--- config.mk ---
export PLATFORM = sky130hd
export DESIGN_NAME = lru_key_value_cache
export DESIGN_NICKNAME = d
export VERILOG_FILES = /design/src/rtl/lkv_pkg.sv /design/src/rtl/lru_key_value_cache.sv
export SDC_FILE = /design/constraint.sdc
export NUM_CORES = 1
export LEC_CHECK = 0
export BUFFER_PORTS_ARGS = -buffer_cell sky130_fd_sc_hd__buf_2
export CAP_MARGIN = 15
export CORE_MARGIN = 2
export CORE_UTILIZATION = 30
export CTS_CLUSTER_DIAMETER = 80
export DETAILED_ROUTE_END_ITERATION = 16
export GPL_TIMING_DRIVEN = 0
export PLACE_DENSITY = 0.53
export SYNTH_ARGS = -nofsm -noshare
export SYNTH_HDL_FRONTEND = slang
export SYNTH_SLANG_ARGS = --single-unit
--- constraint.sdc ---
create_clock -name clk -period 16.6 [get_ports clk]
set_clock_uncertainty 0.1 [all_clocks]
set_input_delay 2.49 -clock clk [delete_from_list [all_inputs] [get_ports clk]]
set_output_delay 2.49 -clock clk [all_outputs]
set_load 0.02 [all_outputs]
--- src/rtl/lkv_pkg.sv ---
// ----------------------------------------------------------------------------
// lkv_pkg: shared constants for the LRU key-value cache
// Register map, command codes, reset values and default sizing.
// ----------------------------------------------------------------------------
package lkv_pkg;

  localparam int MAX_ENTRIES_DEF = 16;

  // configuration port
  localparam int CFG_ADDR_W = 3;
  localparam int CFG_DATA_W = 32;
  localparam logic CFG_IDX_CAPACITY = 1'b0;   // paddr[2] selects the register

  localparam int CAP_W = 5;
  localparam logic [CAP_W-1:0] CAP_RESET = 5'd16;

  // request commands
  localparam logic CMD_GET = 1'b0;
  localparam logic CMD_PUT = 1'b1;

  localparam int KEY_W = 32;
  localparam int VAL_W = 32;

  // read_value returned by a get that misses
  localparam logic [VAL_W-1:0] MISS_VALUE = 32'hFFFF_FFFF;

endpackage

--- src/rtl/lru_key_value_cache.sv ---
// ----------------------------------------------------------------------------
// lru_key_value_cache: fully associative key-value store, LRU replacement
// One request (get or put) in, one result out. Entries live in a single
// memory word {key, value, recency rank}; a small sequencer sweeps it.
// ----------------------------------------------------------------------------
// Usage:
//   Input channel in_*: valid/ready beat carrying cmd (0 get, 1 put), key and
//   value. Output channel out_*: one beat per request with found, read_value
//   (stored value on get hit, -1 on get miss, 0 for put) and evicted.
//   cfg_* is an APB-style port; register 0 is capacity_in_use (5 bits,
//   reset 16, 0 acts as 1, values above MAX_ENTRIES act as MAX_ENTRIES).
// Sequencing:
//   One request at a time. A lookup sweep reads one entry per cycle, a
//   decide step follows, then a second sweep rewrites ranks/data and a
//   finish step loads the result; a get miss skips the second sweep. The
//   result and in_ready come together once the output register is free.
//   One entry memory read port and one key comparator set this pace.
// Reset:
//   All valid bits and occupancy clear at once; the store starts empty.
// Stall:
//   The result sits in an output register. The next request is accepted
//   while it waits; that request's result is held back until out_ready.
// ----------------------------------------------------------------------------
module lru_key_value_cache #(
  parameter int MAX_ENTRIES = lkv_pkg::MAX_ENTRIES_DEF
) (
  input  logic                                clk,
  input  logic                                rst_n,

  // request channel
  input  logic                                in_valid,
  output logic                                in_ready,
  input  logic                                in_cmd,
  input  logic signed [lkv_pkg::KEY_W-1:0]    in_key,
  input  logic signed [lkv_pkg::VAL_W-1:0]    in_value,

  // result channel
  output logic                                out_valid,
  input  logic                                out_ready,
  output logic                                out_found,
  output logic signed [lkv_pkg::VAL_W-1:0]    out_read_value,
  output logic                                out_evicted,

  // configuration port
  input  logic                                cfg_psel,
  input  logic                                cfg_penable,
  input  logic                                cfg_pwrite,
  input  logic [lkv_pkg::CFG_ADDR_W-1:0]      cfg_paddr,
  input  logic [lkv_pkg::CFG_DATA_W-1:0]      cfg_pwdata,
  output logic [lkv_pkg::CFG_DATA_W-1:0]      cfg_prdata,
  output logic                                cfg_pready
);

  localparam int IDX_W = (MAX_ENTRIES > 1) ? $clog2(MAX_ENTRIES) : 1;
  localparam int CNT_W = $clog2(MAX_ENTRIES + 1);
  localparam logic [CNT_W-1:0] CNT_END = CNT_W'(MAX_ENTRIES);

  // sequencer states
  localparam logic [2:0] S_IDLE   = 3'd0;
  localparam logic [2:0] S_SCAN   = 3'd1;
  localparam logic [2:0] S_DECIDE = 3'd2;
  localparam logic [2:0] S_UPDATE = 3'd3;
  localparam logic [2:0] S_FINISH = 3'd4;

  typedef struct packed {
    logic [lkv_pkg::KEY_W-1:0] key;
    logic [lkv_pkg::VAL_W-1:0] value;
    logic [IDX_W-1:0]          rank;   // 0 = most recent
  } entry_t;

  // ---------------------------------------------------------------------------
  // Entry memory: one write, one registered read per cycle
  // ---------------------------------------------------------------------------
  entry_t           mem [MAX_ENTRIES];
  entry_t           rdata_r;
  logic             mem_re;
  logic [IDX_W-1:0] mem_raddr;
  logic             mem_we;
  entry_t           mem_wdata;

  // control
  logic [2:0]             state_r, state_nxt;
  logic [CNT_W-1:0]       cnt_r, cnt_nxt;        // sweep read pointer
  logic                   pv_r, pv_nxt;          // read data valid next cycle
  logic [IDX_W-1:0]       pidx_r, pidx_nxt;      // index of rdata_r
  logic [MAX_ENTRIES-1:0] valid_r, valid_nxt;
  logic [CNT_W-1:0]       occ_r, occ_nxt;
  logic [lkv_pkg::CAP_W-1:0] cap_r, cap_nxt;
  logic                   out_valid_r, out_valid_nxt;

  // request payload
  logic                      cmd_r, cmd_nxt;
  logic [lkv_pkg::KEY_W-1:0] key_r, key_nxt;
  logic [lkv_pkg::VAL_W-1:0] value_r, value_nxt;

  // lookup sweep results
  logic                      hit_r, hit_nxt;
  logic [IDX_W-1:0]          hit_idx_r, hit_idx_nxt;
  logic [IDX_W-1:0]          hit_rank_r, hit_rank_nxt;
  logic [lkv_pkg::VAL_W-1:0] hit_val_r, hit_val_nxt;
  logic                      lru_any_r, lru_any_nxt;
  logic [IDX_W-1:0]          lru_idx_r, lru_idx_nxt;
  logic [IDX_W-1:0]          lru_rank_r, lru_rank_nxt;
  logic                      free_any_r, free_any_nxt;
  logic [IDX_W-1:0]          free_idx_r, free_idx_nxt;

  // update sweep control
  logic                      touch_r, touch_nxt;   // 1 = touch, 0 = insert
  logic [IDX_W-1:0]          tgt_r, tgt_nxt;

  // result
  logic                      res_found_r, res_found_nxt;
  logic [lkv_pkg::VAL_W-1:0] res_rd_r, res_rd_nxt;
  logic                      res_ev_r, res_ev_nxt;
  logic                      out_found_r, out_found_nxt;
  logic [lkv_pkg::VAL_W-1:0] out_rd_r, out_rd_nxt;
  logic                      out_ev_r, out_ev_nxt;

  // helpers
  logic        cfg_wr;
  logic        in_acc;
  logic        cur_v;
  logic [31:0] cap_ext, max_ext, eff_cap, occ_ext;
  logic        is_full;
  logic        do_evict;
  logic [IDX_W-1:0] ins_slot;

  assign cfg_pready = 1'b1;
  assign cfg_wr     = cfg_psel & cfg_penable & cfg_pwrite
                    & (cfg_paddr[2] == lkv_pkg::CFG_IDX_CAPACITY);
  assign cfg_prdata = (cfg_paddr[2] == lkv_pkg::CFG_IDX_CAPACITY)
                    ? {{(lkv_pkg::CFG_DATA_W - lkv_pkg::CAP_W){1'b0}}, cap_r}
                    : '0;

  assign in_ready       = (state_r == S_IDLE);
  assign in_acc         = in_valid & in_ready;
  assign out_valid      = out_valid_r;
  assign out_found      = out_found_r;
  assign out_read_value = out_rd_r;
  assign out_evicted    = out_ev_r;

  // effective capacity: clamp to 1..MAX_ENTRIES
  assign cap_ext = 32'(cap_r);
  assign max_ext = 32'(MAX_ENTRIES);
  assign occ_ext = 32'(occ_r);
  assign eff_cap = (cap_r == '0) ? 32'd1 : ((cap_ext > max_ext) ? max_ext : cap_ext);
  assign is_full = (occ_ext >= eff_cap) && (occ_r != '0);

  assign do_evict = (cmd_r == lkv_pkg::CMD_PUT) && !hit_r && is_full;
  // first free slot once the victim is gone
  assign ins_slot = do_evict
                  ? ((free_any_r && (free_idx_r < lru_idx_r)) ? free_idx_r : lru_idx_r)
                  : free_idx_r;

  assign cur_v = valid_r[pidx_r];

  always_comb begin
    state_nxt     = state_r;
    cnt_nxt       = cnt_r;
    pv_nxt        = 1'b0;
    pidx_nxt      = pidx_r;
    valid_nxt     = valid_r;
    occ_nxt       = occ_r;
    cap_nxt       = cfg_wr ? cfg_pwdata[lkv_pkg::CAP_W-1:0] : cap_r;
    out_valid_nxt = out_valid_r;
    cmd_nxt       = cmd_r;
    key_nxt       = key_r;
    value_nxt     = value_r;
    hit_nxt       = hit_r;
    hit_idx_nxt   = hit_idx_r;
    hit_rank_nxt  = hit_rank_r;
    hit_val_nxt   = hit_val_r;
    lru_any_nxt   = lru_any_r;
    lru_idx_nxt   = lru_idx_r;
    lru_rank_nxt  = lru_rank_r;
    free_any_nxt  = free_any_r;
    free_idx_nxt  = free_idx_r;
    touch_nxt     = touch_r;
    tgt_nxt       = tgt_r;
    res_found_nxt = res_found_r;
    res_rd_nxt    = res_rd_r;
    res_ev_nxt    = res_ev_r;
    out_found_nxt = out_found_r;
    out_rd_nxt    = out_rd_r;
    out_ev_nxt    = out_ev_r;
    mem_re        = 1'b0;
    mem_raddr     = cnt_r[IDX_W-1:0];
    mem_we        = 1'b0;
    mem_wdata     = rdata_r;

    if (out_valid_r && out_ready) begin
      out_valid_nxt = 1'b0;
    end

    // sweep read side, shared by both passes
    if ((state_r == S_SCAN || state_r == S_UPDATE) && (cnt_r != CNT_END)) begin
      mem_re   = 1'b1;
      pv_nxt   = 1'b1;
      pidx_nxt = cnt_r[IDX_W-1:0];
      cnt_nxt  = cnt_r + CNT_W'(1);
    end

    unique case (state_r)
      S_IDLE: begin
        if (in_acc) begin
          cmd_nxt      = in_cmd;
          key_nxt      = in_key;
          value_nxt    = in_value;
          hit_nxt      = 1'b0;
          lru_any_nxt  = 1'b0;
          free_any_nxt = 1'b0;
          cnt_nxt      = '0;
          state_nxt    = S_SCAN;
        end
      end

      S_SCAN: begin
        if (pv_r) begin
          // one key compare and one rank compare per entry
          if (cur_v && (rdata_r.key == key_r) && !hit_r) begin
            hit_nxt      = 1'b1;
            hit_idx_nxt  = pidx_r;
            hit_rank_nxt = rdata_r.rank;
            hit_val_nxt  = rdata_r.value;
          end
          if (cur_v && (!lru_any_r || (rdata_r.rank > lru_rank_r))) begin
            lru_any_nxt  = 1'b1;
            lru_idx_nxt  = pidx_r;
            lru_rank_nxt = rdata_r.rank;
          end
          if (!cur_v && !free_any_r) begin
            free_any_nxt = 1'b1;
            free_idx_nxt = pidx_r;
          end
          if (cnt_r == CNT_END) begin
            state_nxt = S_DECIDE;
          end
        end
      end

      S_DECIDE: begin
        cnt_nxt = '0;
        if (hit_r) begin
          res_found_nxt = 1'b1;
          res_rd_nxt    = (cmd_r == lkv_pkg::CMD_GET) ? hit_val_r : '0;
          res_ev_nxt    = 1'b0;
          touch_nxt     = 1'b1;
          tgt_nxt       = hit_idx_r;
          state_nxt     = S_UPDATE;
        end else if (cmd_r == lkv_pkg::CMD_GET) begin
          res_found_nxt = 1'b0;
          res_rd_nxt    = lkv_pkg::MISS_VALUE;
          res_ev_nxt    = 1'b0;
          state_nxt     = S_FINISH;
        end else begin
          // put miss: drop the victim if full, then claim a slot
          res_found_nxt = 1'b0;
          res_rd_nxt    = '0;
          res_ev_nxt    = do_evict;
          touch_nxt     = 1'b0;
          tgt_nxt       = ins_slot;
          if (do_evict) begin
            valid_nxt[lru_idx_r] = 1'b0;
          end else begin
            occ_nxt = occ_r + CNT_W'(1);
          end
          valid_nxt[ins_slot] = 1'b1;
          state_nxt = S_UPDATE;
        end
      end

      S_UPDATE: begin
        if (pv_r) begin
          mem_we = 1'b1;
          if (touch_r) begin
            if (pidx_r == tgt_r) begin
              mem_wdata.rank = '0;
              if (cmd_r == lkv_pkg::CMD_PUT) begin
                mem_wdata.value = value_r;
              end
            end else if (cur_v && (rdata_r.rank < hit_rank_r)) begin
              mem_wdata.rank = rdata_r.rank + IDX_W'(1);
            end
          end else begin
            if (pidx_r == tgt_r) begin
              mem_wdata.key   = key_r;
              mem_wdata.value = value_r;
              mem_wdata.rank  = '0;
            end else if (cur_v) begin
              mem_wdata.rank = rdata_r.rank + IDX_W'(1);
            end
          end
          if (cnt_r == CNT_END) begin
            state_nxt = S_FINISH;
          end
        end
      end

      S_FINISH: begin
        // wait for the output register to free up
        if (!out_valid_r || out_ready) begin
          out_valid_nxt = 1'b1;
          out_found_nxt = res_found_r;
          out_rd_nxt    = res_rd_r;
          out_ev_nxt    = res_ev_r;
          state_nxt     = S_IDLE;
        end
      end

      default: begin
        state_nxt = S_IDLE;
      end
    endcase
  end

  // entry memory
  always_ff @(posedge clk) begin
    if (mem_we) begin
      mem[pidx_r] <= mem_wdata;
    end
    if (mem_re) begin
      rdata_r <= mem[mem_raddr];
    end
  end

  // control registers
  always_ff @(posedge clk) begin
    if (!rst_n) begin
      state_r     <= S_IDLE;
      cnt_r       <= '0;
      pv_r        <= 1'b0;
      valid_r     <= '0;
      occ_r       <= '0;
      cap_r       <= lkv_pkg::CAP_RESET;
      out_valid_r <= 1'b0;
    end else begin
      state_r     <= state_nxt;
      cnt_r       <= cnt_nxt;
      pv_r        <= pv_nxt;
      valid_r     <= valid_nxt;
      occ_r       <= occ_nxt;
      cap_r       <= cap_nxt;
      out_valid_r <= out_valid_nxt;
    end
  end

  // payload registers
  always_ff @(posedge clk) begin
    pidx_r      <= pidx_nxt;
    cmd_r       <= cmd_nxt;
    key_r       <= key_nxt;
    value_r     <= value_nxt;
    hit_r       <= hit_nxt;
    hit_idx_r   <= hit_idx_nxt;
    hit_rank_r  <= hit_rank_nxt;
    hit_val_r   <= hit_val_nxt;
    lru_any_r   <= lru_any_nxt;
    lru_idx_r   <= lru_idx_nxt;
    lru_rank_r  <= lru_rank_nxt;
    free_any_r  <= free_any_nxt;
    free_idx_r  <= free_idx_nxt;
    touch_r     <= touch_nxt;
    tgt_r       <= tgt_nxt;
    res_found_r <= res_found_nxt;
    res_rd_r    <= res_rd_nxt;
    res_ev_r    <= res_ev_nxt;
    out_found_r <= out_found_nxt;
    out_rd_r    <= out_rd_nxt;
    out_ev_r    <= out_ev_nxt;
  end

endmodule

**After elaboration in Yosys (flattened, before gate mapping)**

Memories as Yosys holds them, arrays and structs flattened. A register that Yosys moved wholly into a read port is not among the register bits.
Cells that the tools add are included.

- Flip-flop bits (word level): 233
- RAM bits: 1088
- Input port bits: 107
- Output and inout port bits: 69
- Logic and storage cells: 172
- Memories kept: 1

Memories:

| name | words | bits a word | read ports | clocked after memory_dff | write ports | RTL line | source |
|---|---|---|---|---|---|---|---|
| mem | 16 | 68 | 1 | 1 | 1 | lru_key_value_cache.sv:74 | `entry_t mem [MAX_ENTRIES];` |

- Add/sub/neg operators: 3
- Magnitude comparators: 10
- Equality and inequality tests: 17
- Mux-type cells: 63
- Bitwise gates (word level): 11
- Reduce and logical (&&, ||, !) cells: 39

Operator list:

| cell | count |
|---|---|
| 2-to-1 mux 32 bit | 6 |
| 2-to-1 mux 68 bit | 2 |
| 2-to-1 mux 16 bit | 4 |
| 2-to-1 mux 64 bit | 1 |
| 2-to-1 mux 36 bit | 1 |
| == test 32 bit | 1 |
| 2-to-1 mux 4 bit | 8 |
| 2-to-1 mux 5 bit | 5 |
| 2-to-1 mux 3 bit | 8 |
| 2-to-1 mux 1 bit | 20 |
| bitwise AND 16 bit | 1 |
| NOT 16 bit | 1 |
| OR 16 bit | 1 |
| AND reduction 4 bit | 4 |
| < comparator 4 x 5 -> 1 bit (second input constant) | 3 |
| one-hot mux 3 bit (5 select lines) | 1 |
| logical AND 1 bit | 13 |
| inequality test 2 x 1 -> 1 bit (second input constant) | 6 |
| AND reduction 3 bit | 4 |
| adder 5 x 1 -> 5 bit (second input constant) | 2 |
| one-hot mux 5 bit (2 select lines) | 1 |
| demux 1 bit (select 4 bit) | 2 |
| >= comparator 4 x 1 -> 1 bit (second input constant) | 2 |
| < comparator 4 bit | 2 |
| 24 further kinds | 44 |

**Depth between registers and ports, before layout**

Gate-level depths: netlist of the first run.

- Word-level depth: 12
- Depth in mapped cells: 12

**Least setup slack after synthesis of the first run**

Ideal clock, no wire load.

- Kind: flip-flop to flip-flop
- Start point: register state_r[0]
- End point: memory mem[0][0] (netlist bit) (enable)
- Library setup time: 578 ps
- Data arrival time: 5784 ps
- Data required time: 15922 ps
- Path slack: 10139 ps
- Stages on the path, launching flop included: 5
- Path buffers: 0
- Period minus slack after synthesis: 6461 ps
- Cell sequence: dfxtp_1 -> nor2b_1 -> nand3_1 -> or3_1 -> nor3_1

- Longest elaborated chain between the ends: 4

Ends and longest elaborated chain:

| what | RTL line | source |
|---|---|---|
| start: declaration | lru_key_value_cache.sv:82 | `logic [2:0] state_r, state_nxt;` |
| start signal: assignment | lru_key_value_cache.sv:337 | `state_r <= state_nxt;` |
| == test 3 x 2 -> 1 bit | lru_key_value_cache.sv:203 | `unique case (state_r)` |
| 2-to-1 mux 1 bit | lru_key_value_cache.sv:203 |  |
| 2-to-1 mux 1 bit | lru_key_value_cache.sv:318 | `if (mem_we) begin` |
| 2-to-1 mux 1 bit (not written as such) | lru_key_value_cache.sv:319 | `mem[pidx_r] <= mem_wdata;` |
| end: declaration | lru_key_value_cache.sv:74 |  |

Every way passes these cells.

**Worst setup path after layout of the first run**

- Start point: input cfg_paddr[2] (netlist bit)
- End point: output cfg_prdata[2] (netlist bit)

- Longest elaborated chain between the ends: 1

Ends and longest elaborated chain:

| what | RTL line | source |
|---|---|---|
| start: declaration | lru_key_value_cache.sv:48 | `input logic [lkv_pkg::CFG_ADDR_W-1:0] cfg_paddr,` |
| 2-to-1 mux 5 bit | lru_key_value_cache.sv:132 | `? {{(lkv_pkg::CFG_DATA_W - lkv_pkg::CAP_W){1'b0}}, cap_r}` |
| end: declaration | lru_key_value_cache.sv:50 | `output logic [lkv_pkg::CFG_DATA_W-1:0] cfg_prdata,` |

Every way passes these cells.

==> results of run 1 <==
[placed cells by master, fill, tap and decap left out, types with 12 or more instances in the layout]
cell / count
sky130_fd_sc_hd__nor2_4: 12
sky130_fd_sc_hd__a21oi_1: 45
sky130_fd_sc_hd__edfxtp_1: 1353
sky130_fd_sc_hd__buf_16: 17
sky130_fd_sc_hd__buf_12: 36
sky130_fd_sc_hd__nor2b_1: 15
sky130_fd_sc_hd__ha_1: 20
sky130_fd_sc_hd__mux4_2: 345
sky130_fd_sc_hd__clkbuf_16: 152
sky130_fd_sc_hd__nand2_1: 35
sky130_fd_sc_hd__nor2_1: 37
sky130_fd_sc_hd__buf_4: 35
sky130_fd_sc_hd__buf_2: 148
sky130_fd_sc_hd__nand2b_1: 12
sky130_fd_sc_hd__o21ai_0: 21
sky130_fd_sc_hd__conb_1: 28
sky130_fd_sc_hd__inv_1: 50
sky130_fd_sc_hd__mux2_2: 65
sky130_fd_sc_hd__xor2_1: 35
sky130_fd_sc_hd__buf_6: 44
sky130_fd_sc_hd__dfxtp_1: 36
sky130_fd_sc_hd__clkbuf_1: 90
sky130_fd_sc_hd__mux2i_1: 20
sky130_fd_sc_hd__clkinv_1: 35
sky130_fd_sc_hd__clkinv_2: 28
[critical path: cells and delay by family]
family	cells	cell delay, ns
buf+inv	2	0.29
simple gates	1	0.10
[flip-flops by register name, indices dropped and copies added, names as in the netlist, 3 cells and up]
register        flops
cap_r               5
cnt_r               5
free_idx_r          4
hit_idx_r           4
hit_rank_r          4
hit_val_r          32
key_r              32
lru_idx_r           4
lru_rank_r          4
mem              1088
occ_r               5
out_read_value     32
pidx_r              4
rdata_r            68
res_rd_r           32
state_r             3
tgt_r               4
valid_r            16
value_r            32
[cell families (layout without fill, tap and decap cells)]
logic type	count (synthesis)	in the layout
compound gates	108	108
xor+xnor	44	44
fa+ha+maj	20	20
buf+inv	185	676
flops	1389	1389
mux	432	432
other cells	2	29
simple gates	177	177
[per-layer routing]
layer  part of all wire [%]  GRT usage (%)  vias up
met3                    5.2           2.57      198
met2                     49           24.8      739
met4                    2.6           4.77       14
met1                     43           20.2    13600
li1                       -              -    10600
met5                  0.057              0        -
[through the flow]
| stage | setup slack (ns) | instance area [um^2] |
|---|---|---|
| 2_1_floorplan | 10.14 | 53300 |
| 3_3_place_gp | 2.09 | 56800 |
| 3_5_place_dp | 11.12 | 58800 |
| 4_1_cts | 11.12 | 63300 |
| 5_1_grt | 11.06 | 63300 |
| 6_report | 11.13 | 63300 |
[power groups by stage]
stage               sequential [W]  clock, W  combinational (W)
finish                     0.00403   0.00311           0.000547
global route               0.00404   0.00332           0.000593
CTS                        0.00403   0.00319           0.000563
detailed placement         0.00411         0           0.000562
global placement           0.00412         0           0.000529
floorplan                  0.00408         0           0.000358
[area by class of cell]
cell class / instances / area [um^2] / area share, %
antenna: 1 / 2.50 / 0.00395
buffer: 134 / 672 / 1.06
clock buffer: 181 / 3920 / 6.20
clock inverter: 82 / 576 / 0.909
inverter: 51 / 191 / 0.302
multi-input combinational: 809 / 11200 / 17.7
sequential: 1389 / 41300 / 65.3
tap: 2340 / 2930 / 4.63
timing repair buffer: 228 / 2450 / 3.87
[worst max path at each step]
stage	endpoint	slack [ns]	cells past startpoint
6_report	cfg_prdata[2]	11.13	3
5_1_grt	cfg_prdata[1]	11.06	3
4_1_cts	cfg_prdata[2]	11.12	3
3_5_place_dp	cfg_prdata[2]	11.12	3
3_3_place_gp	mem[0][30]	2.09	4
2_1_floorplan	mem[0][0]	10.14	4
==> summary by stage, run 1 <==
STA
The count of pins over their slew limit is 0. The number of hold violations in the final report is 0. The setup violation total in the final timing report is 0. Setup repair after global routing left no endpoint under its margin.

In this run the tightest slew margin relative to its limit is 18.0%. Summed over all failing endpoints, the final setup total negative slack is 0 ns. Across all hold checks on the routed design, the worst slack comes to 0.316 ns.

Derived from the worst setup path, the maximum achievable clock frequency is 183 MHz. For the pin with the worst max-slew slack, the measured transition is between 1 and 1.5 ns. The post-route clock period utilization is approximately a third.

The shortest clock period the worst path allows after layout is about 5.5 ns.

Power and ir drop
Net switching is between 20 and 25% of the power. The share of total power in the clock network is roughly two fifths. For this design the total switching power over the nets is 0.00174 W. The power per cell area is between 100 and 150 mW/mm^2. Internal power comes to 0.00595 W.

The maximum VDD drop is between 0.08 and 0.09 mV. The post-layout total power is between 0.007 and 0.008 W. The share of power burned in registers is 52.5%. The proportion of power drawn by combinational gates is under 10%.

The leakage dissipation is between 15 and 20 nW.

Global route
Global routing used 15.0% of the available tracks across all layers. The initial antenna violation count is 9. For this run the aggregate overflow at the end of global routing stands at 0. The maximum number of pins on one net before global-route repair is 39.

The global-route wire length before repair is about 190 mm. The number of global-route vias before repair is about 26,000.

Run status
The run finished with clean final reports.

Synthesis
The leading register cell type out of synthesis is sky130_fd_sc_hd__edfxtp_1. The average instance area after synthesis is 22.6 um^2. The compound-cell area share of the yosys netlist is under 10%.

The synthesized area is around 0.053 mm^2. The number of flops mapped to enable cells by yosys is 1,353. The post-synthesis sequential area ratio is 77.8%.

The yosys synthesis warning count is 0. The basic-gate share of the synthesized area counting and, or, nand and nor cells is between 1.5 and 2%. Counting every instance in the synthesized netlist gives around 2,400. Yosys instantiated no cell more often than sky130_fd_sc_hd__edfxtp_1. After synthesis the netlist holds a flip-flop and latch count of between 1,000 and 1,500. Counting distinct cell types in the post-synthesis netlist gives 59. Of all cell types, the one taking the most synthesized area is sky130_fd_sc_hd__edfxtp_1. For this run, asynchronously set or reset flops after synthesis account for 0%. The multiplexer fraction of the synthesized cell area is between 10% and 20%. Sorting the synthesized cells by area gives the leading types as sky130_fd_sc_hd__edfxtp_1, sky130_fd_sc_hd__mux4_2, sky130_fd_sc_hd__mux2_2, sky130_fd_sc_hd__dfxtp_1, sky130_fd_sc_hd__xor2_1. The top-area cell type share of the netlist area is between 70% and 80%.

After synthesis, the largest family of logic cells by area is multiplexers. Of the total synthesized cell area, the portion taken by full adders, half adders and majority gates is less than 1%. After Yosys synthesis, XOR and XNOR cells account for less than 1% of the synthesized area. By count the netlist is led by sky130_fd_sc_hd__edfxtp_1, sky130_fd_sc_hd__mux4_2, sky130_fd_sc_hd__mux2_2, sky130_fd_sc_hd__clkbuf_1, sky130_fd_sc_hd__inv_1.

Critical path
The signal on the critical path passes through buf_2 > nor2b_1 > buf_2. STA puts the critical path data arrival time at 2.88 ns. The peak fanout along the critical path is 6. Across all register-to-register paths, the minimum setup slack is approximately 12 ns. The critical path is of the input port to primary output type.

The worst reg2reg path depth is 8. In this run the critical register-to-register path is captured at rdata_r[31]. The worst setup path is launched from an input port. The data required time of the critical path is around 14 ns.

The startpoint of the worst-slack reg-to-reg timing path is cnt_r[1]. The launch point of the worst path is cfg_paddr[2]. For this run, the slowest stage of the critical path takes 0.16 ns. Among the stages of the critical path, the cell type that occurs most often is sky130_fd_sc_hd__buf_2. Among all stages on the critical path, the largest delay is contributed by sky130_fd_sc_hd__buf_2. The worst setup path is captured at a primary output.

Worst hold path
The cell depth of the worst hold path is 0. In this run the worst hold path is classified as flop to flop. The worst hold path endpoint is out_read_value[25].

The startpoint of the lowest-slack hold path is res_rd_r[25].

Routing
The routed length per placed instance is between 20 and 30 um. Wires add up to 136 mm. The number of search-and-repair iterations in the first detailed-routing pass is 5. The violation count after the first detailed-routing iteration is between 2,000 and 3,000. The detailed-route vias per instance is between 4 and 5. The detailed-route via count is roughly 25,000. The number of nets with antenna violations after detailed routing is 0.

The number of DRC violations after detailed routing is 0.

Floorplan
In this run the count of I/O pins placed on the die edge is 176. The total number of placement rows is between 150 and 200. The height of the die is approximately 430 um. The floorplan step defined a die boundary enclosing ~0.18 mm^2.

The x dimension of the die is 425 um. The initial standard-cell utilization of the core is between 30% and 40%. The area inside the core boundary is approximately 0.18 mm^2.

Layout
Fill cells in the final layout number approximately 16,000. Measured on the finished design, the core utilization comes to between 30 and 40%. For this run, the number of standard cells in the final layout without fillers is 5,215.

The net total in the final layout is ~2,900. Of the cells placed in the final design, the portion with a size suffix greater than 1 is 32.7%. The relative area change from synthesis to final layout is 19.0%.

Clock network
The number of gates given a new drive strength after cts is 0. The number of CTS-inserted buffers is 147. The number of post-CTS setup repair buffers is 0.

TritonCTS built the clock tree. CTS placed an instance of sky130_fd_sc_hd__clkbuf_16 at the clock tree root. Clock tree synthesis found a total of 1,389 sinks. Buffers inserted to repair hold after CTS numbered 0. The register clock-pin slew on the reported worst setup and hold paths is ~0.060 ns. The insertion delay to the later sink of the worst-skew pair is 0.78 ns.

The maximum clock path buffer count is 3. The deepest level of the CTS H-tree is 4.

Place
The wire-length estimate of the detail-placed layout is 87.8 mm. The count of buffers added on input and output ports is ~120. The cell total after placement is between 4,000 and 5,000.

The routability-driven placement congestion ratio is approximately 0.75.

Job
The number of max-cap violations is 0.
Note: power is estimated with default switching activity, not from simulation.
==> run 2, diff against run 1 <==
Clock period 16.6 ns to 5.2 ns, I/O delays scaled along.
==> run 2 against run 1 <==
  * Largest power group unchanged
  * Wire length about the same
  * Core utilization is 0.21 points higher
  * Setup slack worse by 10 ns
==> summary by stage, run 2 (synthesis gave the netlist of run 1 again) <==
Layout
The fraction of the core area covered by cells at the end of the flow is 36.1% (was 35.9%). The final antenna diode count came to 0 (was 1). The register ranked first by flip-flop count is mem (unchanged). The flip-flop count of the largest register, all copies and words added is 1,088 (unchanged). Commonest non-fill, non-tap cells in the layout: sky130_fd_sc_hd__edfxtp_1, sky130_fd_sc_hd__mux4_2, sky130_fd_sc_hd__buf_2, sky130_fd_sc_hd__clkbuf_16, sky130_fd_sc_hd__clkbuf_1 (was sky130_fd_sc_hd__edfxtp_1, sky130_fd_sc_hd__mux4_2, sky130_fd_sc_hd__clkbuf_16, sky130_fd_sc_hd__buf_2, sky130_fd_sc_hd__clkbuf_1). The leading cell type in the layout, fill and taps excluded is sky130_fd_sc_hd__edfxtp_1 (unchanged). The proportion of layout cells with a drive suffix above 1 came to 32.4% (was 32.7%). The net total in the final layout is 2,873 (was 2,887). The relative area change from synthesis to final layout is 19.7% (was 19.0%). Largest registers: mem (1088), rdata_r (68) (unchanged).

STA
The shortest clock period the worst path allows after layout is around 4.4 ns. The transition at the pin with the smallest max-transition slack came to 1.13 ns (was 1.23 ns). The setup violation total in the final timing report is 0 (unchanged). The final hold slack is 0.0582 ns (was 0.316 ns).

The final setup slack of the worst path is 0.777 ns (was 11.13 ns). The setup total negative slack was 0 ns (unchanged). The max-slew headroom at the worst pin is 23.8% (was 18.0%). The number of hold violations in the final report is 0 (unchanged). Dividing the final minimum period by the clock period gives between 80% and 90%. The count of pins over their slew limit is 0 (unchanged). Unrepaired setup endpoints after global routing: no (unchanged). The maximum clock frequency is ~230 MHz.

Power and ir drop
The proportion of power drawn by combinational gates was 7.1% (about the same). The leakage dissipation is 20.0 nW (was 19.9 nW). The share of power burned in registers is 51.8% (was 52.5%). The power per cell area is 390 mW/mm^2 (was 121 mW/mm^2). The maximum VDD drop is 0.206 mV (was 0.0813 mV). The switching fraction of total power was 22.7% (was 22.6%). The switching power came to 0.00563 W (was 0.00174 W).

The cell-internal power is 0.0192 W (was 0.00595 W). The share of total power in the clock network is 41.1% (was 40.4%).

Routing
The total wire length after detailed routing is 136 mm (about the same). The detailed-route vias per instance was 4.84 (was 4.82). The violation count after the first detailed-routing iteration is 2,860 (was 2,604).

The number of DRC violations after detailed routing was 0 (unchanged). The number of nets with antenna violations after detailed routing is 0 (unchanged). The number of search-and-repair iterations in the first detailed-routing pass is 7 (was 5). The routed length per placed instance is 26.1 um (was 26.0 um). The detailed-route via count is 25,100 (about the same).

Run status
Outcome: finished, final reports clean (unchanged).

Clock network
The number of post-CTS setup repair buffers is 0 (unchanged). The number of gates given a new drive strength after cts is 0 (unchanged). The maximum clock path buffer count is 3 (unchanged). The insertion delay to the later sink of the worst-skew pair is 0.80 ns (was 0.78 ns).

The number of CTS-inserted buffers is 143 (was 147). The cell chosen for the clock root is sky130_fd_sc_hd__clkbuf_16 (unchanged). The deepest level of the CTS H-tree was 4 (unchanged).

The register clock-pin slew on the reported worst setup and hold paths is 0.06 ns (about the same). The clock tree from TritonCTS is yes (unchanged). The CTS sink count is 1,389 (unchanged).

Global route
The overall global routing resource usage is 15.0% (about the same). The number of global-route vias before repair came to 25,400 (was 25,900). The global-route wire length before repair is 192 mm (was 193 mm).

The initial antenna violation count is 8 (was 9). The maximum number of pins on one net before global-route repair is 38 (was 39). The residual overflow from global routing was 0 (unchanged).

Critical path
The worst reg2reg path depth is 7 (was 8). The classification of the worst setup path is flop to flop (was input port to primary output). Cell-by-cell listing of the critical path: buf_1 > xor2_1 > nor4_1 > nand2_1 > a21oi_1 > buf_2 > mux2_2 (was buf_2 > nor2b_1 > buf_2). The highest-delay cell along the critical path is sky130_fd_sc_hd__buf_1 (was sky130_fd_sc_hd__buf_2).

The worst path arrival time is 4.80 ns (was 2.88 ns). The critical path's largest stage delay was 0.72 ns (was 0.16 ns). The peak fanout along the critical path is 16 (was 6). The category of the worst setup path launch point is a flop (was input port). The data required time of the critical path was 5.58 ns (was 14.01 ns). The sort of element at the end of the critical path is a flop (was primary output).

Job
The number of max-cap violations is 0 (unchanged).

Place
The port buffer count is 117 (unchanged). The routability-driven placement congestion ratio is 0.741 (was 0.749). The sum of net half-perimeters after detailed placement is 87.6 mm (was 87.8 mm). The worst setup slack before clock tree synthesis is 0.757 ns (was 11.12 ns).

Floorplan
The die footprint is 0.181 mm^2 (unchanged). The total number of placement rows is 154 (unchanged). The x dimension of the die is 425 um (unchanged). The number of placed I/O pins is 176 (unchanged). The height of the die is 425 um (unchanged).

The initial standard-cell utilization of the core came to 30.2% (unchanged). The area inside the core boundary is 0.176 mm^2 (unchanged).

Worst hold path
The worst min-delay path category was input port to flop (was flop to flop). The cell depth of the worst hold path came to 1 (was 0).
-- run 2: cell count changes in the layout (fill, tap and decap cells not counted), moves of 8 or more --
cell / change
sky130_fd_sc_hd__buf_6: -36
sky130_fd_sc_hd__buf_16: +22
sky130_fd_sc_hd__clkinv_1: -12
sky130_fd_sc_hd__bufinv_16: +9
sky130_fd_sc_hd__clkbuf_16: -9
sky130_fd_sc_hd__clkinv_2: -8
-- run 2: metal layers --
metal | part of all wire [%] | GRT usage (%) | vias up
met1 | 42 | 20.1 | 13600
met3 | 5.5 | 2.68 | 186
li1 | - | - | 10600
met2 | 50 | 25.0 | 783
met4 | 2.4 | 4.36 | 10
met5 | 0.041 | 0 | -
-- run 2: path summary, 6_finish.rpt --
kind,to,slack [ns],from
hold / removal,key_r[28],0.06,in_key[28]
hold reg to reg,out_read_value[28],0.32,res_rd_r[28]
setup reg to reg,mem[6][25],0.78,pidx_r[1]
setup / recovery,mem[6][25],0.78,pidx_r[1]
-- run 2: worst max-delay path: cells and delay by family, from the launching register on --
family                    cells  cell delay (ns)
buffers and inverters         2             1.25
and+or+nand+nor               2             0.83
AOI/OAI and AO/OA             1             0.72
DFF                           1             0.55
muxes                         1             0.52
xor gates and xnor gates      1             0.15
-- run 2: power groups by stage --
stage | clock [W] | combinational (W) | sequential (W)
6_report | 0.0102 | 0.00177 | 0.0129
5_1_grt | 0.0109 | 0.00192 | 0.0129
4_1_cts | 0.0104 | 0.00181 | 0.0129
3_5_place_dp | 0 | 0.00181 | 0.0131
3_3_place_gp | 0 | 0.00170 | 0.0131
2_1_floorplan | 0 | 0.00114 | 0.0130
-- run 2: repair_timing --
item / in CTS / in global routing
hold buffers: 4 / 0
endpoints found under the hold margin: 4 / 0
endpoints found under the setup margin: 0 / 0
-- run 2: area by class of cell --
| cell class | instances | area (um^2) |
|---|---|---|
| Timing Repair Buffer | 218 | 2700 |
| Clock buffer | 175 | 3710 |
| Sequential cell | 1389 | 41300 |
| Tap cell | 2340 | 2930 |
| Multi-Input combinational cell | 809 | 11200 |
| Inverter | 51 | 191 |
| Clock inverter | 77 | 883 |
| Buffer | 134 | 672 |
| Fill cell | 16200 | 112000 |
-- run 2: per-stage QoR --
stage	total power [W]	instance area, um^2	instances
CTS	0.0251	63600	5190
global route	0.0257	63700	5193
finish	0.0248	63700	5193
floorplan	0.0142	53300	2383
global placement	0.0148	56800	4840
detailed placement	0.0149	59000	4934
==> run 3, diff against run 2 <==
--- a/config.mk
+++ b/config.mk
@@ -14,4 +14,5 @@
 export GPL_TIMING_DRIVEN = 0
 export PLACE_DENSITY = 0.53
+export SLEW_MARGIN = 25
 export SYNTH_ARGS = -nofsm -noshare
 export SYNTH_HDL_FRONTEND = slang
==> constraint.sdc (replaced) <==
create_clock -name clk -period 5.2 [get_ports clk]
set_clock_uncertainty 0.1 [all_clocks]
set_input_delay 0.78 -clock clk [delete_from_list [all_inputs] [get_ports clk]]
set_output_delay 0.78 -clock clk [all_outputs]
set_load 0.01 [all_outputs]
==> run 3 against run 2 <==
  * Clock-buffer cell count increased by 16
  * Core utilization increased by 0.21 points
  * Total power fell by 0.42%
  * Register-to-register slack got worse by 0.04 ns
  * Fmax is 0.83% lower
  * Cell area up 0.59%
  * Clock power barely moved
  * Sequential power barely moved
  * First-iteration DRC count fell by 12%
==> summary by stage, run 3 (synthesis gave the netlist of run 1 again) <==
Clock network
The clock tree from TritonCTS is yes (unchanged). The number of gates given a new drive strength after cts came to 0 (unchanged). The number of post-CTS setup repair buffers is 0 (unchanged).

The maximum clock path buffer count came to 3 (unchanged). The CTS sink count was 1,389 (unchanged). The insertion delay to the later sink of the worst-skew pair was 0.77 ns (was 0.80 ns). The number of CTS-inserted buffers came to 145 (was 143). The deepest level of the CTS H-tree came to 4 (unchanged).

The cell chosen for the clock root was sky130_fd_sc_hd__clkbuf_16 (unchanged). The register clock-pin slew on the reported worst setup and hold paths was 0.06 ns (about the same). The number of buffers inserted by hold repair at cts is 0 (was 4).

Worst hold path
The worst min-delay path category is input port to flop (unchanged).

Routing
The detailed-route vias per instance came to 4.83 (was 4.84). The number of nets with antenna violations after detailed routing is 0 (unchanged). The violation count after the first detailed-routing iteration is 2,514 (was 2,860). The routed length per placed instance is 26.0 um (was 26.1 um). The number of DRC violations after detailed routing was 0 (unchanged). The detailed-route via count came to 25,200 (was 25,100). The number of search-and-repair iterations in the first detailed-routing pass was 5 (was 7). The total wire length after detailed routing is 136 mm (about the same).

Floorplan
The x dimension of the die is 425 um (unchanged). The total number of placement rows was 154 (unchanged). The number of placed I/O pins is 176 (unchanged). The area inside the core boundary is 0.176 mm^2 (unchanged). The height of the die came to 425 um (unchanged).

The die footprint was 0.181 mm^2 (unchanged). The initial standard-cell utilization of the core was 30.2% (unchanged).

Global route
The maximum number of pins on one net before global-route repair is 32 (was 38). The busiest metal layer after global routing is met2 (unchanged). The initial antenna violation count is 6 (was 8). The met3 usage in global routing is 2.55% (was 2.68%).

The met2 routing resource usage after global routing is 25.3% (was 25.0%). The global-route wire length before repair is 192 mm (about the same). The fraction of met1 tracks used by global routing is 19.8% (was 20.1%). The residual overflow from global routing is 0 (unchanged). The number of global-route vias before repair is 25,500 (was 25,400).

The overall global routing resource usage came to 15.0% (about the same).

STA
The maximum clock frequency is 224 MHz (was 226 MHz). The transition at the pin with the smallest max-transition slack was 1.11 ns (was 1.13 ns). The setup violation total in the final timing report is 0 (unchanged).

Unrepaired setup endpoints after global routing: no (unchanged). The final hold slack is 0.0809 ns (was 0.0582 ns). The max-slew headroom at the worst pin is 26.1% (was 23.8%). The setup total negative slack is 0 ns (unchanged). The count of pins over their slew limit was 0 (unchanged).

The post-route clock period utilization is 85.8% (was 85.1%). The number of hold violations in the final report was 0 (unchanged). The shortest clock period the worst path allows after layout is 4.46 ns (was 4.42 ns).

Layout
The flip-flop count of the largest register, all copies and words added came to 1,088 (unchanged). The final antenna diode count is 0 (unchanged). The net total in the final layout was 2,894 (was 2,873). The relative area change from synthesis to final layout is 20.4% (was 19.7%). The final non-filler cell total is 5,215 (was 5,193). The fraction of the core area covered by cells at the end of the flow is 36.4% (was 36.1%).

Commonest non-fill, non-tap cells in the layout: sky130_fd_sc_hd__edfxtp_1, sky130_fd_sc_hd__mux4_2, sky130_fd_sc_hd__buf_2, sky130_fd_sc_hd__clkbuf_16, sky130_fd_sc_hd__clkbuf_1 (unchanged). The register ranked first by flip-flop count is mem (unchanged). The leading cell type in the layout, fill and taps excluded is sky130_fd_sc_hd__edfxtp_1 (unchanged). Largest registers: mem (1088), rdata_r (68) (unchanged). The filler cell count in the final layout came to 16,100 (was 16,200). The proportion of layout cells with a drive suffix above 1 is 33.1% (was 32.4%).

Power and ir drop
The share of power burned in registers is 52.0% (was 51.8%). The post-layout total power is 0.0247 W (was 0.0248 W). The share of total power in the clock network is 40.9% (was 41.1%). The maximum VDD drop came to 0.238 mV (was 0.206 mV). The proportion of power drawn by combinational gates is 7.1% (about the same). The power per cell area is 386 mW/mm^2 (was 390 mW/mm^2). The switching fraction of total power is 22.2% (was 22.7%). The leakage dissipation is 20.2 nW (was 20.0 nW). The cell-internal power is 0.0193 W (was 0.0192 W). The switching power is 0.00549 W (was 0.00563 W).

Critical path
The worst reg-to-reg setup slack is 0.74 ns (was 0.78 ns). The worst path arrival time is 4.82 ns (was 4.80 ns). The category of the worst setup path launch point is a flop (unchanged). The peak fanout along the critical path is 16 (unchanged).

The sort of element at the end of the critical path was a flop (unchanged). The data required time of the critical path was 5.56 ns (was 5.58 ns). The classification of the worst setup path is flop to flop (unchanged).

Place
The routability-driven placement congestion ratio is 0.741 (unchanged). The sum of net half-perimeters after detailed placement is 89.6 mm (was 87.6 mm). The cell total after placement is 4,960 (was 4,934). The port buffer count is 117 (unchanged).

Job
The number of max-cap violations is 0 (unchanged).

Run status
Outcome: finished, final reports clean (unchanged).
run 3: cell count changes in the layout (fill, tap and decap cells not counted), sizes merged:
| cell | previous run | this run |
|---|---|---|
| buf | 286 | 309 |
| clkbuf | 237 | 253 |
| clkinv | 51 | 42 |
| dlygate4sd3 | 4 | 0 |
| bufinv | 13 | 10 |
| inv | 62 | 60 |
| clkinvlp | 2 | 3 |
run 3: power groups by stage:
stage                     sequential, W  combinational, W  clock [W]
after floorplan                  0.0130           0.00113          0
after global routing             0.0129           0.00192     0.0108
final                            0.0129           0.00177     0.0101
after global placement           0.0131           0.00168          0
after CTS                        0.0129           0.00181     0.0104
after detailed placement         0.0131           0.00181          0
run 3: worst max-delay path, cell delays in order, from the launching register on:
cell	delay, ns
sky130_fd_sc_hd__edfxtp_1	0.57
sky130_fd_sc_hd__buf_1	0.76
sky130_fd_sc_hd__xor2_1	0.15
sky130_fd_sc_hd__nor4_1	0.66
sky130_fd_sc_hd__nand2_1	0.18
sky130_fd_sc_hd__a21oi_1	0.70
sky130_fd_sc_hd__buf_2	0.53
sky130_fd_sc_hd__mux2_2	0.52
run 3: layout make-up:
type | instances | area [um^2] | share of cell area, %
flip-flops and latches | 1389 | 41300 | 64.6
clock buffers | 191 | 3920 | 6.12
plain buffers | 134 | 687 | 1.07
multi-input cells | 809 | 11200 | 17.6
inverters | 51 | 191 | 0.299
repair buffers | 237 | 3070 | 4.80
well taps | 2340 | 2930 | 4.57
clock inverters | 64 | 639 | 0.999
run 3: through the flow:
step | setup WS, ns | area [um^2]
CTS | 0.724 | 64000
finish | 0.740 | 64000
floorplan | 0.170 | 53300
global placement | -4.66 | 56800
detailed placement | 0.720 | 59500
global route | 0.630 | 64000
run 3: routing by layer:
layer	wire (um)	share of wire, %
met5	50	0.037
met1	57500	42
met4	2910	2.1
met2	68300	50
met3	6810	5.0
run 3: worst paths after layout:
path	to	startpoint	depth (start not counted)
worst max-delay path	mem[5][4]	pidx_r[1]	7
worst min-delay path	key_r[28]	in_key[28]	1
worst max register to register	mem[5][4]	pidx_r[1]	7
worst min register to register	out_read_value[10]	res_rd_r[10]	0
